--- config.mk ---
export PLATFORM = sky130hd
export DESIGN_NAME = reassembly_context_table_unit
export DESIGN_NICKNAME = d
export VERILOG_FILES = /design/src/design/rct_pkg.sv /design/src/design/rct_ctrl.sv /design/src/design/rct_dpath.sv /design/src/design/reassembly_context_table_unit.sv
export SDC_FILE = /design/constraint.sdc
export NUM_CORES = 1
export LEC_CHECK = 0
export BUFFER_PORTS_ARGS = -buffer_cell sky130_fd_sc_hd__buf_2
export CAP_MARGIN = 20
export CORE_ASPECT_RATIO = 0.8
export CORE_UTILIZATION = 30
export DETAILED_ROUTE_END_ITERATION = 10
export GPL_ROUTABILITY_DRIVEN = 0
export GPL_TIMING_DRIVEN = 0
export PLACE_DENSITY_LB_ADDON = 0.2
export SLEW_MARGIN = 30
export SYNTH_ARGS = -nofsm -noshare
export SYNTH_HDL_FRONTEND = slang
export SYNTH_SLANG_ARGS = --single-unit
--- constraint.sdc ---
create_clock -name i_clk -period 10.5 [get_ports i_clk]
set_input_delay 1.575 -clock i_clk [delete_from_list [all_inputs] [get_ports i_clk]]
set_output_delay 1.575 -clock i_clk [all_outputs]
set_load 0.005 [all_outputs]
--- src/design/rct_pkg.sv ---
// ----------------------------------------------------------------------------
// Reassembly context table package
// Types, codes and constants shared by the controller, datapath and checker.
// ----------------------------------------------------------------------------
package rct_pkg;

    localparam int unsigned SLOTS_DEF = 8;
    localparam int unsigned ADDR_W    = 32;
    localparam int unsigned IDENT_W   = 16;
    localparam int unsigned STAMP_W   = 48;
    localparam int unsigned TIMEOUT_W = 32;
    localparam int unsigned MASK_W    = 8;
    localparam int unsigned SLOT_W    = 3;

    localparam logic [TIMEOUT_W-1:0] TIMEOUT_RESET = 32'd60000;

    localparam logic OP_LOOKUP = 1'b0;
    localparam logic OP_SWEEP  = 1'b1;

    localparam logic [1:0] OUT_MATCH   = 2'd0;
    localparam logic [1:0] OUT_ALLOC   = 2'd1;
    localparam logic [1:0] OUT_REPLACE = 2'd2;
    localparam logic [1:0] OUT_SWEEP   = 2'd3;

    typedef struct packed {
        logic               operation;
        logic [ADDR_W-1:0]  source_address;
        logic [ADDR_W-1:0]  destination_address;
        logic [IDENT_W-1:0] datagram_ident;
        logic [STAMP_W-1:0] now_ms;
    } t_req;

    typedef struct packed {
        logic [SLOT_W-1:0] slot;
        logic [1:0]        outcome;
        logic [MASK_W-1:0] expired_mask;
    } t_rsp;

    typedef struct packed {
        logic [ADDR_W-1:0]  source;
        logic [ADDR_W-1:0]  destination;
        logic [IDENT_W-1:0] ident;
    } t_key;

    typedef struct packed {
        t_key               key;
        logic [STAMP_W-1:0] stamp;
    } t_entry;

    // Controller to datapath.
    typedef struct packed {
        logic load;
        logic step;
        logic commit;
    } t_cmd;

    // Datapath to controller.
    typedef struct packed {
        logic scan_last;
    } t_status;

endpackage

--- src/design/rct_ctrl.sv ---
// ----------------------------------------------------------------------------
// Reassembly context table controller
// Sequences request capture, the slot scan and the final commit.
// ----------------------------------------------------------------------------
module rct_ctrl import rct_pkg::*; (
    input  logic    i_clk,
    input  logic    i_rst_n,
    input  logic    start,
    input  t_status i_status,
    output t_cmd    o_cmd,
    output logic    busy
);

    typedef enum logic [2:0] {
        S_IDLE   = 3'b001,
        S_SCAN   = 3'b010,
        S_COMMIT = 3'b100
    } t_state;

    t_state r_state;
    t_state n_state;

    always_comb begin
        n_state = r_state;
        o_cmd   = '0;
        case (r_state)
            S_IDLE: begin
                if (start) begin
                    o_cmd.load = 1'b1;
                    n_state    = S_SCAN;
                end
            end
            S_SCAN: begin
                o_cmd.step = 1'b1;
                if (i_status.scan_last) begin
                    n_state = S_COMMIT;
                end
            end
            S_COMMIT: begin
                o_cmd.commit = 1'b1;
                n_state      = S_IDLE;
            end
            default: begin
                n_state = S_IDLE;
            end
        endcase
    end

    always_ff @(posedge i_clk) begin
        if (!i_rst_n) begin
            r_state <= S_IDLE;
        end else begin
            r_state <= n_state;
        end
    end

    assign busy = (r_state != S_IDLE);

endmodule

--- src/design/rct_dpath.sv ---
// ----------------------------------------------------------------------------
// Reassembly context table datapath
// Context memory, valid bits, scan accumulators and the result register.
// ----------------------------------------------------------------------------
module rct_dpath import rct_pkg::*; #(
    parameter int unsigned SLOTS = SLOTS_DEF
) (
    input  logic                 i_clk,
    input  logic                 i_rst_n,
    input  t_req                 i_req,
    input  logic                 i_cfg_we,
    input  logic [TIMEOUT_W-1:0] i_cfg_data,
    input  t_cmd                 i_cmd,
    output t_status              o_status,
    output logic                 o_done,
    output t_rsp                 o_rsp
);

    localparam int unsigned AW = $clog2(SLOTS);
    localparam int unsigned CW = $clog2(SLOTS + 1);

    logic [TIMEOUT_W-1:0] r_timeout;
    t_req                 r_req;
    t_entry               r_mem [SLOTS];
    t_entry               r_rd_data;
    logic [CW-1:0]        r_cnt;
    logic [SLOTS-1:0]     r_valid;
    logic [SLOTS-1:0]     n_valid;
    logic                 r_found;
    logic [AW-1:0]        r_match_idx;
    logic                 r_have_free;
    logic [AW-1:0]        r_free_idx;
    logic [STAMP_W-1:0]   r_old_stamp;
    logic [AW-1:0]        r_old_idx;
    logic [SLOTS-1:0]     r_cleared;
    logic                 r_done;
    t_rsp                 r_rsp;

    logic [CW-1:0]        cnt_m1;
    logic [AW-1:0]        e_idx;
    logic                 eval;
    logic                 rd_en;
    logic                 e_valid;
    t_key                 req_key;
    logic                 key_hit;
    logic [STAMP_W-1:0]   age;
    logic                 expire;
    logic                 is_sweep;
    logic [AW-1:0]        pick;
    logic [1:0]           pick_outcome;
    logic [AW+2:0]        pick_pad;
    logic [SLOTS+7:0]     cleared_pad;

    assign cnt_m1   = r_cnt - CW'(1);
    assign e_idx    = cnt_m1[AW-1:0];
    // The entry read in the previous cycle is judged while the next one is read.
    assign eval     = i_cmd.step && (r_cnt != '0);
    assign rd_en    = i_cmd.step && (r_cnt < CW'(SLOTS));
    assign is_sweep = (r_req.operation == OP_SWEEP);

    assign req_key.source      = r_req.source_address;
    assign req_key.destination = r_req.destination_address;
    assign req_key.ident       = r_req.datagram_ident;

    assign e_valid = r_valid[e_idx];
    assign key_hit = e_valid && (r_rd_data.key == req_key);
    assign age     = r_req.now_ms - r_rd_data.stamp;
    assign expire  = e_valid && (age > {{(STAMP_W-TIMEOUT_W){1'b0}}, r_timeout});

    always_comb begin
        if (r_found) begin
            pick         = r_match_idx;
            pick_outcome = OUT_MATCH;
        end else if (r_have_free) begin
            pick         = r_free_idx;
            pick_outcome = OUT_ALLOC;
        end else begin
            pick         = r_old_idx;
            pick_outcome = OUT_REPLACE;
        end
    end

    // Slot numbers and the cleared mask are reported in an eight-slot view.
    assign pick_pad    = {3'b000, pick};
    assign cleared_pad = {8'h00, r_cleared};

    always_comb begin
        n_valid = r_valid;
        if (eval && is_sweep && expire) begin
            n_valid[e_idx] = 1'b0;
        end
        if (i_cmd.commit && !is_sweep) begin
            n_valid[pick] = 1'b1;
        end
    end

    always_ff @(posedge i_clk) begin
        if (!i_rst_n) begin
            r_timeout <= TIMEOUT_RESET;
            r_valid   <= '0;
            r_done    <= 1'b0;
        end else begin
            if (i_cfg_we) begin
                r_timeout <= i_cfg_data;
            end
            r_valid <= n_valid;
            r_done  <= i_cmd.commit;
        end
    end

    always_ff @(posedge i_clk) begin
        if (i_cmd.load) begin
            r_req       <= i_req;
            r_cnt       <= '0;
            r_found     <= 1'b0;
            r_have_free <= 1'b0;
            r_cleared   <= '0;
        end
        if (i_cmd.step) begin
            r_cnt <= r_cnt + CW'(1);
        end
        if (eval) begin
            if (!r_found && key_hit) begin
                r_found     <= 1'b1;
                r_match_idx <= e_idx;
            end
            if (!r_have_free && !e_valid) begin
                r_have_free <= 1'b1;
                r_free_idx  <= e_idx;
            end
            // Strictly smaller keeps the lowest index on equal stamps.
            if ((e_idx == '0) || (r_rd_data.stamp < r_old_stamp)) begin
                r_old_stamp <= r_rd_data.stamp;
                r_old_idx   <= e_idx;
            end
            if (is_sweep && expire) begin
                r_cleared[e_idx] <= 1'b1;
            end
        end
        if (i_cmd.commit) begin
            if (is_sweep) begin
                r_rsp.slot         <= '0;
                r_rsp.outcome      <= OUT_SWEEP;
                r_rsp.expired_mask <= cleared_pad[7:0];
            end else begin
                r_rsp.slot         <= pick_pad[2:0];
                r_rsp.outcome      <= pick_outcome;
                r_rsp.expired_mask <= '0;
            end
        end
    end

    always_ff @(posedge i_clk) begin
        if (i_cmd.commit && !is_sweep) begin
            r_mem[pick] <= {req_key, r_req.now_ms};
        end
        if (rd_en) begin
            r_rd_data <= r_mem[r_cnt[AW-1:0]];
        end
    end

    assign o_status.scan_last = (r_cnt == CW'(SLOTS));
    assign o_done             = r_done;
    assign o_rsp              = r_rsp;

endmodule

--- src/design/reassembly_context_table_unit.sv ---
// ----------------------------------------------------------------------------
// Reassembly context table unit
// Finds, allocates or ages out fragment reassembly contexts.
// ----------------------------------------------------------------------------
// Usage:
//   A request is taken at a clock edge where start is high and busy is low.
//   Operation lookup matches the key against valid slots, else claims the
//   lowest free slot, else replaces the slot with the smallest stamp; the
//   chosen slot gets the request time as its stamp. Operation sweep clears
//   every valid slot older than the timeout and reports them in a mask.
//   The timeout register is written through i_cfg_we and i_cfg_data; the
//   user must do so only while the unit is idle; the unit does not enforce it.
//   Each request gives one result, shown for one cycle with o_done high
//   from the result register and done flag loaded in the commit state.
//   The scan reads one slot of the context memory per cycle, and busy
//   stays high through the scan and commit states, so a new request is
//   taken only once the unit is back in idle after the commit state.
//   Reset marks every slot free and loads a timeout of 60000 ms.
//   The receiver has no way to stall; each result must be taken as shown.
// ----------------------------------------------------------------------------
module reassembly_context_table_unit import rct_pkg::*; #(
    parameter int unsigned SLOTS = SLOTS_DEF
) (
    input  logic                 i_clk,
    input  logic                 i_rst_n,
    input  logic                 start,
    input  t_req                 i_req,
    output logic                 busy,
    output logic                 o_done,
    output t_rsp                 o_rsp,
    input  logic                 i_cfg_we,
    input  logic [TIMEOUT_W-1:0] i_cfg_data
);

    t_cmd    cmd;
    t_status status;

    rct_ctrl u_ctrl (
        .i_clk    (i_clk),
        .i_rst_n  (i_rst_n),
        .start    (start),
        .i_status (status),
        .o_cmd    (cmd),
        .busy     (busy)
    );

    rct_dpath #(
        .SLOTS (SLOTS)
    ) u_dpath (
        .i_clk      (i_clk),
        .i_rst_n    (i_rst_n),
        .i_req      (i_req),
        .i_cfg_we   (i_cfg_we),
        .i_cfg_data (i_cfg_data),
        .i_cmd      (cmd),
        .o_status   (status),
        .o_done     (o_done),
        .o_rsp      (o_rsp)
    );

endmodule

## Yosys cells after proc, flatten, opt, wreduce, memory -nomap -nowiden

Memory sizes are Yosys's and may differ from the RTL's. A register that Yosys moved wholly into a read port is not among the register bits.
Cells that the tools add are included.

| word-level totals | value |
|---|---|
| flip-flop bits (word level) | 257 |
| RAM bits | 1,024 |
| bits of input ports | 165 |
| logic and storage cells | 99 |
| memories | 1 |

Memory list:

| memory | words | width | rd ports | clocked after memory_dff | write ports | RTL line | RTL |
|---|---|---|---|---|---|---|---|
| u_dpath.r_mem | 8 | 128 | 1 | 1 | 1 | rct_dpath.sv:24 | `t_entry r_mem [SLOTS];` |

| operators by class | value |
|---|---|
| $add $sub $neg | 3 |
| magnitude comparators | 7 |
| equal/unequal tests | 8 |
| mux-type cells | 32 |
| bitwise logic cells | 4 |
| reduce and logical (&&, ||, !) cells | 24 |

Operator list:

| cell | number |
|---|---|
| == test 80 bit | 1 |
| > comparator 48 x 32 -> 1 bit | 1 |
| < comparator 48 bit | 1 |
| subtractor 48 bit | 1 |
| two-way mux 8 bit | 5 |
| OR 8 bit | 2 |
| two-way mux 1 bit | 15 |
| logical AND 1 bit | 12 |
| two-way mux 3 bit | 4 |
| bitwise AND 8 bit | 1 |
| < comparator 3 x 4 -> 1 bit, second input constant | 2 |
| two-way mux 4 bit | 2 |
| NOT 8 bit | 1 |
| AND reduction 2 bit | 4 |
| demux 1 bit (select 3 bit) | 2 |
| greater-or-equal comparator 3 x 1 -> 1 bit, second input constant | 2 |
| case mux 3 bit (2 select lines) | 1 |
| adder 4 x 1 -> 4 bit, second input constant | 1 |
| == test 4 bit, second input constant | 1 |
| zero test 1 bit | 4 |
| < comparator 4 bit, second input constant | 1 |
| two-way mux 2 bit | 2 |
| inequality test 2 bit, second input constant | 2 |
| nonzero test 4 bit | 1 |
| other kinds (9) | 9 |

## Longest topological paths before layout

| logic depth | value |
|---|---|
| depth in word-level cells | 10 |
| mapped depth | 24 |
| depth with buffers taken out | 23 |

## Cells and area by module

A second synthesis with hierarchy kept.

| unflattened totals | value |
|---|---|
| cells, all modules | 2,976 |
| area total of the unflattened synthesis | 56,714.4 um^2 |

By module, submodules not included:

| module | times used | cells each | area an instance (um^2) | seq. area each (um^2) |
|---|---|---|---|---|
| rct_dpath | 1 | 2,961 | 56,570.5 | 41,710.0 |
| rct_ctrl | 1 | 15 | 143.9 | 60.1 |

## Worst setup path after synthesis

No wires, ideal clock.

| timing | value |
|---|---|
| kind | register to register |
| from | register u_dpath.r_have_free |
| to | register u_dpath.r_valid[6] |
| arrival time | 7.299 ns |
| path slack | 3.117 ns |
| stages on the path, launching flop included | 8 |
| buffers on the path | 1 |
| cells stage by stage | dfxtp_1 -> clkbuf_1 -> mux2i_1 -> nor2_1 -> a21oi_1 -> nand2b_1 -> nor2_1 -> o221a_1 |

| on the way | value |
|---|---|
| cells in the longest elaborated chain, start to end | 8 |

Ends and longest elaborated chain:

| element | RTL line | RTL |
|---|---|---|
| start: declaration | rct_dpath.sv:31 | `logic r_have_free;` |
| start signal: assignment | rct_dpath.sv:116 | `r_have_free <= 1'b0;` |
| start signal: assignment | rct_dpath.sv:128 | `r_have_free <= 1'b1;` |
| two-way mux 3 bit (*) | rct_dpath.sv:74 | `end else if (r_have_free) begin` |
| two-way mux 3 bit (*) | rct_dpath.sv:71 | `if (r_found) begin` |
| < comparator 3 x 4 -> 1 bit (implied by the code) or greater-or-equal comparator 3 x 1 -> 1 bit (tied branches) | rct_dpath.sv:93 | `n_valid[pick] = 1'b1;` |
| logical AND 1 bit (implied by the code) | rct_dpath.sv:93 |  |
| two-way mux 1 bit (implied by the code) | rct_dpath.sv:93 |  |
| demux 1 bit (select 3 bit) (*) | - |  |
| OR 8 bit (no line) (*) | - |  |
| two-way mux 8 bit (*) | rct_dpath.sv:92 | `if (i_cmd.commit && !is_sweep) begin` |
| end signal: assignment | rct_dpath.sv:106 | `r_valid <= n_valid;` |
| end: declaration | rct_dpath.sv:27 | `logic [SLOTS-1:0] r_valid;` |

Mark *: on every way between the ends. The rest lies on a longest branch, timed or not.
A chain may end at the register's enable or synchronous reset.

## Worst setup path after layout

| timing | value |
|---|---|
| from | register u_dpath.r_req[0] in the netlist's numbering |
| to | register u_dpath.r_valid[5] |

| on the way | value |
|---|---|
| cells in the longest elaborated chain, start to end | 7 |

Ends and longest elaborated chain:

| element | RTL line | RTL |
|---|---|---|
| start: declaration | rct_dpath.sv:23 | `t_req r_req;` |
| start signal: assignment | rct_dpath.sv:113 | `r_req <= i_req;` |
| subtractor 48 bit (*) | rct_dpath.sv:67 | `assign age = r_req.now_ms - r_rd_data.stamp;` |
| > comparator 48 x 32 -> 1 bit (*) | rct_dpath.sv:68 | `assign expire = e_valid && (age > {{(STAMP_W-TIMEOUT_W){1'b0}}, r_timeout});` |
| logical AND 1 bit (*) | rct_dpath.sv:68 |  |
| logical AND 1 bit (*) | rct_dpath.sv:89 | `if (eval && is_sweep && expire) begin` |
| two-way mux 8 bit (*) | rct_dpath.sv:89 |  |
| OR 8 bit (no line) | - |  |
| two-way mux 8 bit (*) | rct_dpath.sv:92 |  |

Marks and branches as above.

==> key figures <==
Drt
  • Initial DRC Count: 2413
  • Detailed Route WL: 148000 µm
  • Via/cell ratio: 4.76
  • Via count: 28800
  • Initial DRT Pass Iterations: 5
  • Detail Route Antenna Nets: 0
  • Routed len/inst: 24.5 µm
  • Number of remaining DRC errors: 0

Power and ir drop
  • Leak: 22.5 nW
  • Power Total: 11.8 mW
  • Max VDD drop: 149 µV
  • Pwr dens: 174 nW/µm²

Min path
  • Worst Hold Depth: 2
  • Worst hold path type: reg2reg
  • Hold Path End: u_dpath.r_cleared[0]$_DFF_P_
  • Hold_sp: u_dpath.r_cleared[0]$_DFF_P_

Yosys
  • Seq/Total Area, Yosys: 73.6%
  • Post-Syn Area: 56800 µm²
  • Synthesized instance count: 3010
  • Post-synth net total: 3305
  • Synth area leaders: edfxtp_1 (72%), mux4_2 (10%), ha_1 (2.8%)
  • Average size of a mapped cell: 18.9 µm²
  • Fraction of registers with async set/reset: 0%
  • Ys flop type: edfxtp_1
  • Post-synth EDFFs: 1355
  • Synth warnings: 0
  • Yosys reg bits: 1409
  • Top-count cell post-synth: edfxtp_1
  • Commonest cells post-synth: edfxtp_1 (1355), mux4_2 (258), inv_1 (185)
  • Synth unique cells: 84
  • Area leader, netlist: edfxtp_1
  • Post-synth top area share: 71.7%

CTS
  • CTS tree: built
  • Root buffer cell: clkbuf_16
  • Post-CTS Setup Repair Bufs: 0
  • Clock-pin slew on the worst setup and hold paths: 0.06 ns
  • Htree depth: 4
  • CTS Sinks: 1409
  • Post-CTS Resized: 0
  • Num CTS Buffers: 138
  • CTS Hold Buffers Added: 0
  • Max clock buf depth: 3
  • Worst-skew pair later-pin latency: 0.77 ns

Finish
  • Synthesis-to-finish area growth: 19.3%
  • Layout net count: 3719
  • Share of cells above drive strength 1: 26.4%

Placed design
  • Port Buf Inserts: 178
  • Post-placement setup slack: 3.41 ns
  • Post-DP HPWL: 104000 µm

Run status
  • Outcome: finished, final reports clean

Worst setup path
  • R2R Setup Slk: 3.31 ns
  • WP data arrival: 7.90 ns
  • R2r endpoint: u_dpath.r_valid[5]$_SDFF_PN0_
  • Worst r2r src: u_dpath.r_req[0]$_DFFE_PP_
  • Cells on worst reg2reg path: 24
  • Worst Path Required: 11.21 ns
  • Element type at the critical path start: flip-flop
  • WS Path Type: reg2reg
  • Critical path peak fanout: 9
  • Critical path, cell by cell: inv_1, ha_1, inv_1, fa_1, a211oi_1, o21ai_1, nand4_1, a21oi_1, o31ai_1, nand2_1, xor2_1, ha_1, nand4_1, nor4_1, a221o_1, a211o_1, a31oi_1, o2111ai_1, a2111oi_4, nand4_2, nor4_4, or3_1, buf_6, o221a_1
  • Slowest CP cell: o31ai_1
  • Worst Setup End Kind: flip-flop
  • Crit-path max cell delay: 0.72 ns

Global route
  • Global-route wire length before repair: 215000 µm
  • Number of global-route vias before repair: 29400
  • Initial antenna violation count: 10
  • Tot GR Track Use: 15.6%
  • Met2 global-route usage: 23.7%
  • GR Layer Usage met3: 2.44%
  • Met1 track demand over resource: 23.2%
  • Grt total ovfl: 0
  • Largest net degree at the start of global routing: 50
  • Grt peak-use layer: met2

Floorplanning
  • Die W: 488 µm
  • Row count: 142
  • CORE AREA: 188000 µm²
  • Die Height: 391 µm
  • I/O pin cnt: 180
  • Initial Utilization: 30.3%
  • Die footprint: 191000 µm²

STA
  • Crit path time final: 7.19 ns
  • Pin slew with the least headroom to its limit: 0.968 ns
  • Slew margin rel.: 35.4%
  • Final Max Slew Viols: 0
  • TNS Setup: 0 ns
  • F_max: 139 MHz
  • Hold WS: 0.444 ns
  • Setup violators final: 0
  • Fin worst setup slack: 3.31 ns
  • Fin Clk Skew: 0.0249 ns
  • Final-report hold violation count: 0
  • RSZ-0062 raised after global routing: no
  • Final period util: 68.5%

Flow run
  • Maxcap violations: 0
-- stage by stage --
step / utilization (%) / cells / instance area [µm²]
detailed placement: 33.9 / 5804 / 63500
floorplan: - / 3010 / 56800
global placement: 32.4 / 5708 / 60800
finish: 36.1 / 6053 / 67700
CTS: 36.1 / 6052 / 67700
global route: 36.1 / 6052 / 67700
-- layout make-up --
| type | count | area [µm²] |
|---|---|---|
| fillers | 17600 | 120000 |
| flip-flops and latches | 1409 | 41800 |
| multi-input cells | 1301 | 13900 |
| clock buffers | 178 | 3670 |
| repair buffers | 274 | 3490 |
| well taps | 2520 | 3150 |
| inverters | 185 | 702 |
| plain buffers | 115 | 518 |
| clock inverters | 70 | 504 |
| diodes | 1 | 2.50 |
-- report_power, final --
group	total, mW	switching (mW)	internal [mW]	leakage, nW
Combinational	0.744	0.424	0.320	7.73
Clock	4.69	2.16	2.54	2.02
Sequential	6.35	0.108	6.24	12.7
-- sequential cells by signal, indices dropped and copies added, names as in the netlist, 4 cells and up --
register and flops:
u_dpath.r_req 128, u_dpath.r_cnt 4, u_dpath.r_valid 8, u_dpath.r_mem 1024
u_dpath.r_timeout 32, u_dpath.r_cleared 8, u_dpath.o_rsp 13, u_dpath.r_rd_data 128
u_dpath.r_old_stamp 48
-- critical path: cells and delay by family (launching register included) --
| kind | cells | cell delay (ns) |
|---|---|---|
| flip-flops | 1 | 0.51 |
| buffers and inverters | 3 | 0.35 |
| XOR/XNOR | 1 | 0.30 |
| adder cells (fa/ha/maj) | 3 | 0.92 |
| AND/OR/NAND/NOR | 7 | 1.88 |
| AO/OA/AOI/OAI | 10 | 3.19 |
-- metal layers --
metal	routed length, µm	vias up
met1	72700	15000
met3	6240	178
met5	0	-
li1	-	12900
met4	2520	0
met2	66600	707
-- cells in the final DEF, fill, tap and decap left out, types with 90 or more instances in the layout --
master,Yosys,routed
edfxtp_1,1355,1355
nand2_1,96,96
mux2_2,128,128
buf_2,16,218
clkbuf_16,0,140
ha_1,129,129
inv_1,185,184
mux4_2,258,258
a21oi_1,91,90
buf_16,0,91
-- logic make-up after synthesis --
| group | count (synthesis) | synth area share (%) |
|---|---|---|
| flops | 1409 | 73.6 |
| mux | 414 | 13.3 |
| simple gates | 353 | 3.08 |
| compound gates | 325 | 3.92 |
| fa+ha+maj | 130 | 2.88 |
| buf+inv | 300 | 2.06 |
| xor+xnor | 79 | 1.22 |
-- worst max path at each step --
stage / start / end / depth (start not counted)
final: u_dpath.r_req[0]$_DFFE_PP_ / u_dpath.r_valid[5]$_SDFF_PN0_ / 24
after global routing: u_dpath.r_req[0]$_DFFE_PP_ / u_dpath.r_valid[5]$_SDFF_PN0_ / 24
after CTS: u_dpath.r_req[0]$_DFFE_PP_ / u_dpath.r_valid[5]$_SDFF_PN0_ / 24
after detailed placement: u_dpath.r_req[0]$_DFFE_PP_ / u_dpath.r_valid[5]$_SDFF_PN0_ / 24
after global placement: u_dpath.r_found$_DFF_P_ / u_dpath.r_valid[5]$_SDFF_PN0_ / 6
after floorplan: u_dpath.r_have_free$_DFF_P_ / u_dpath.r_valid[6]$_SDFF_PN0_ / 7
No activity file was read; power rests on OpenSTA's default activity.
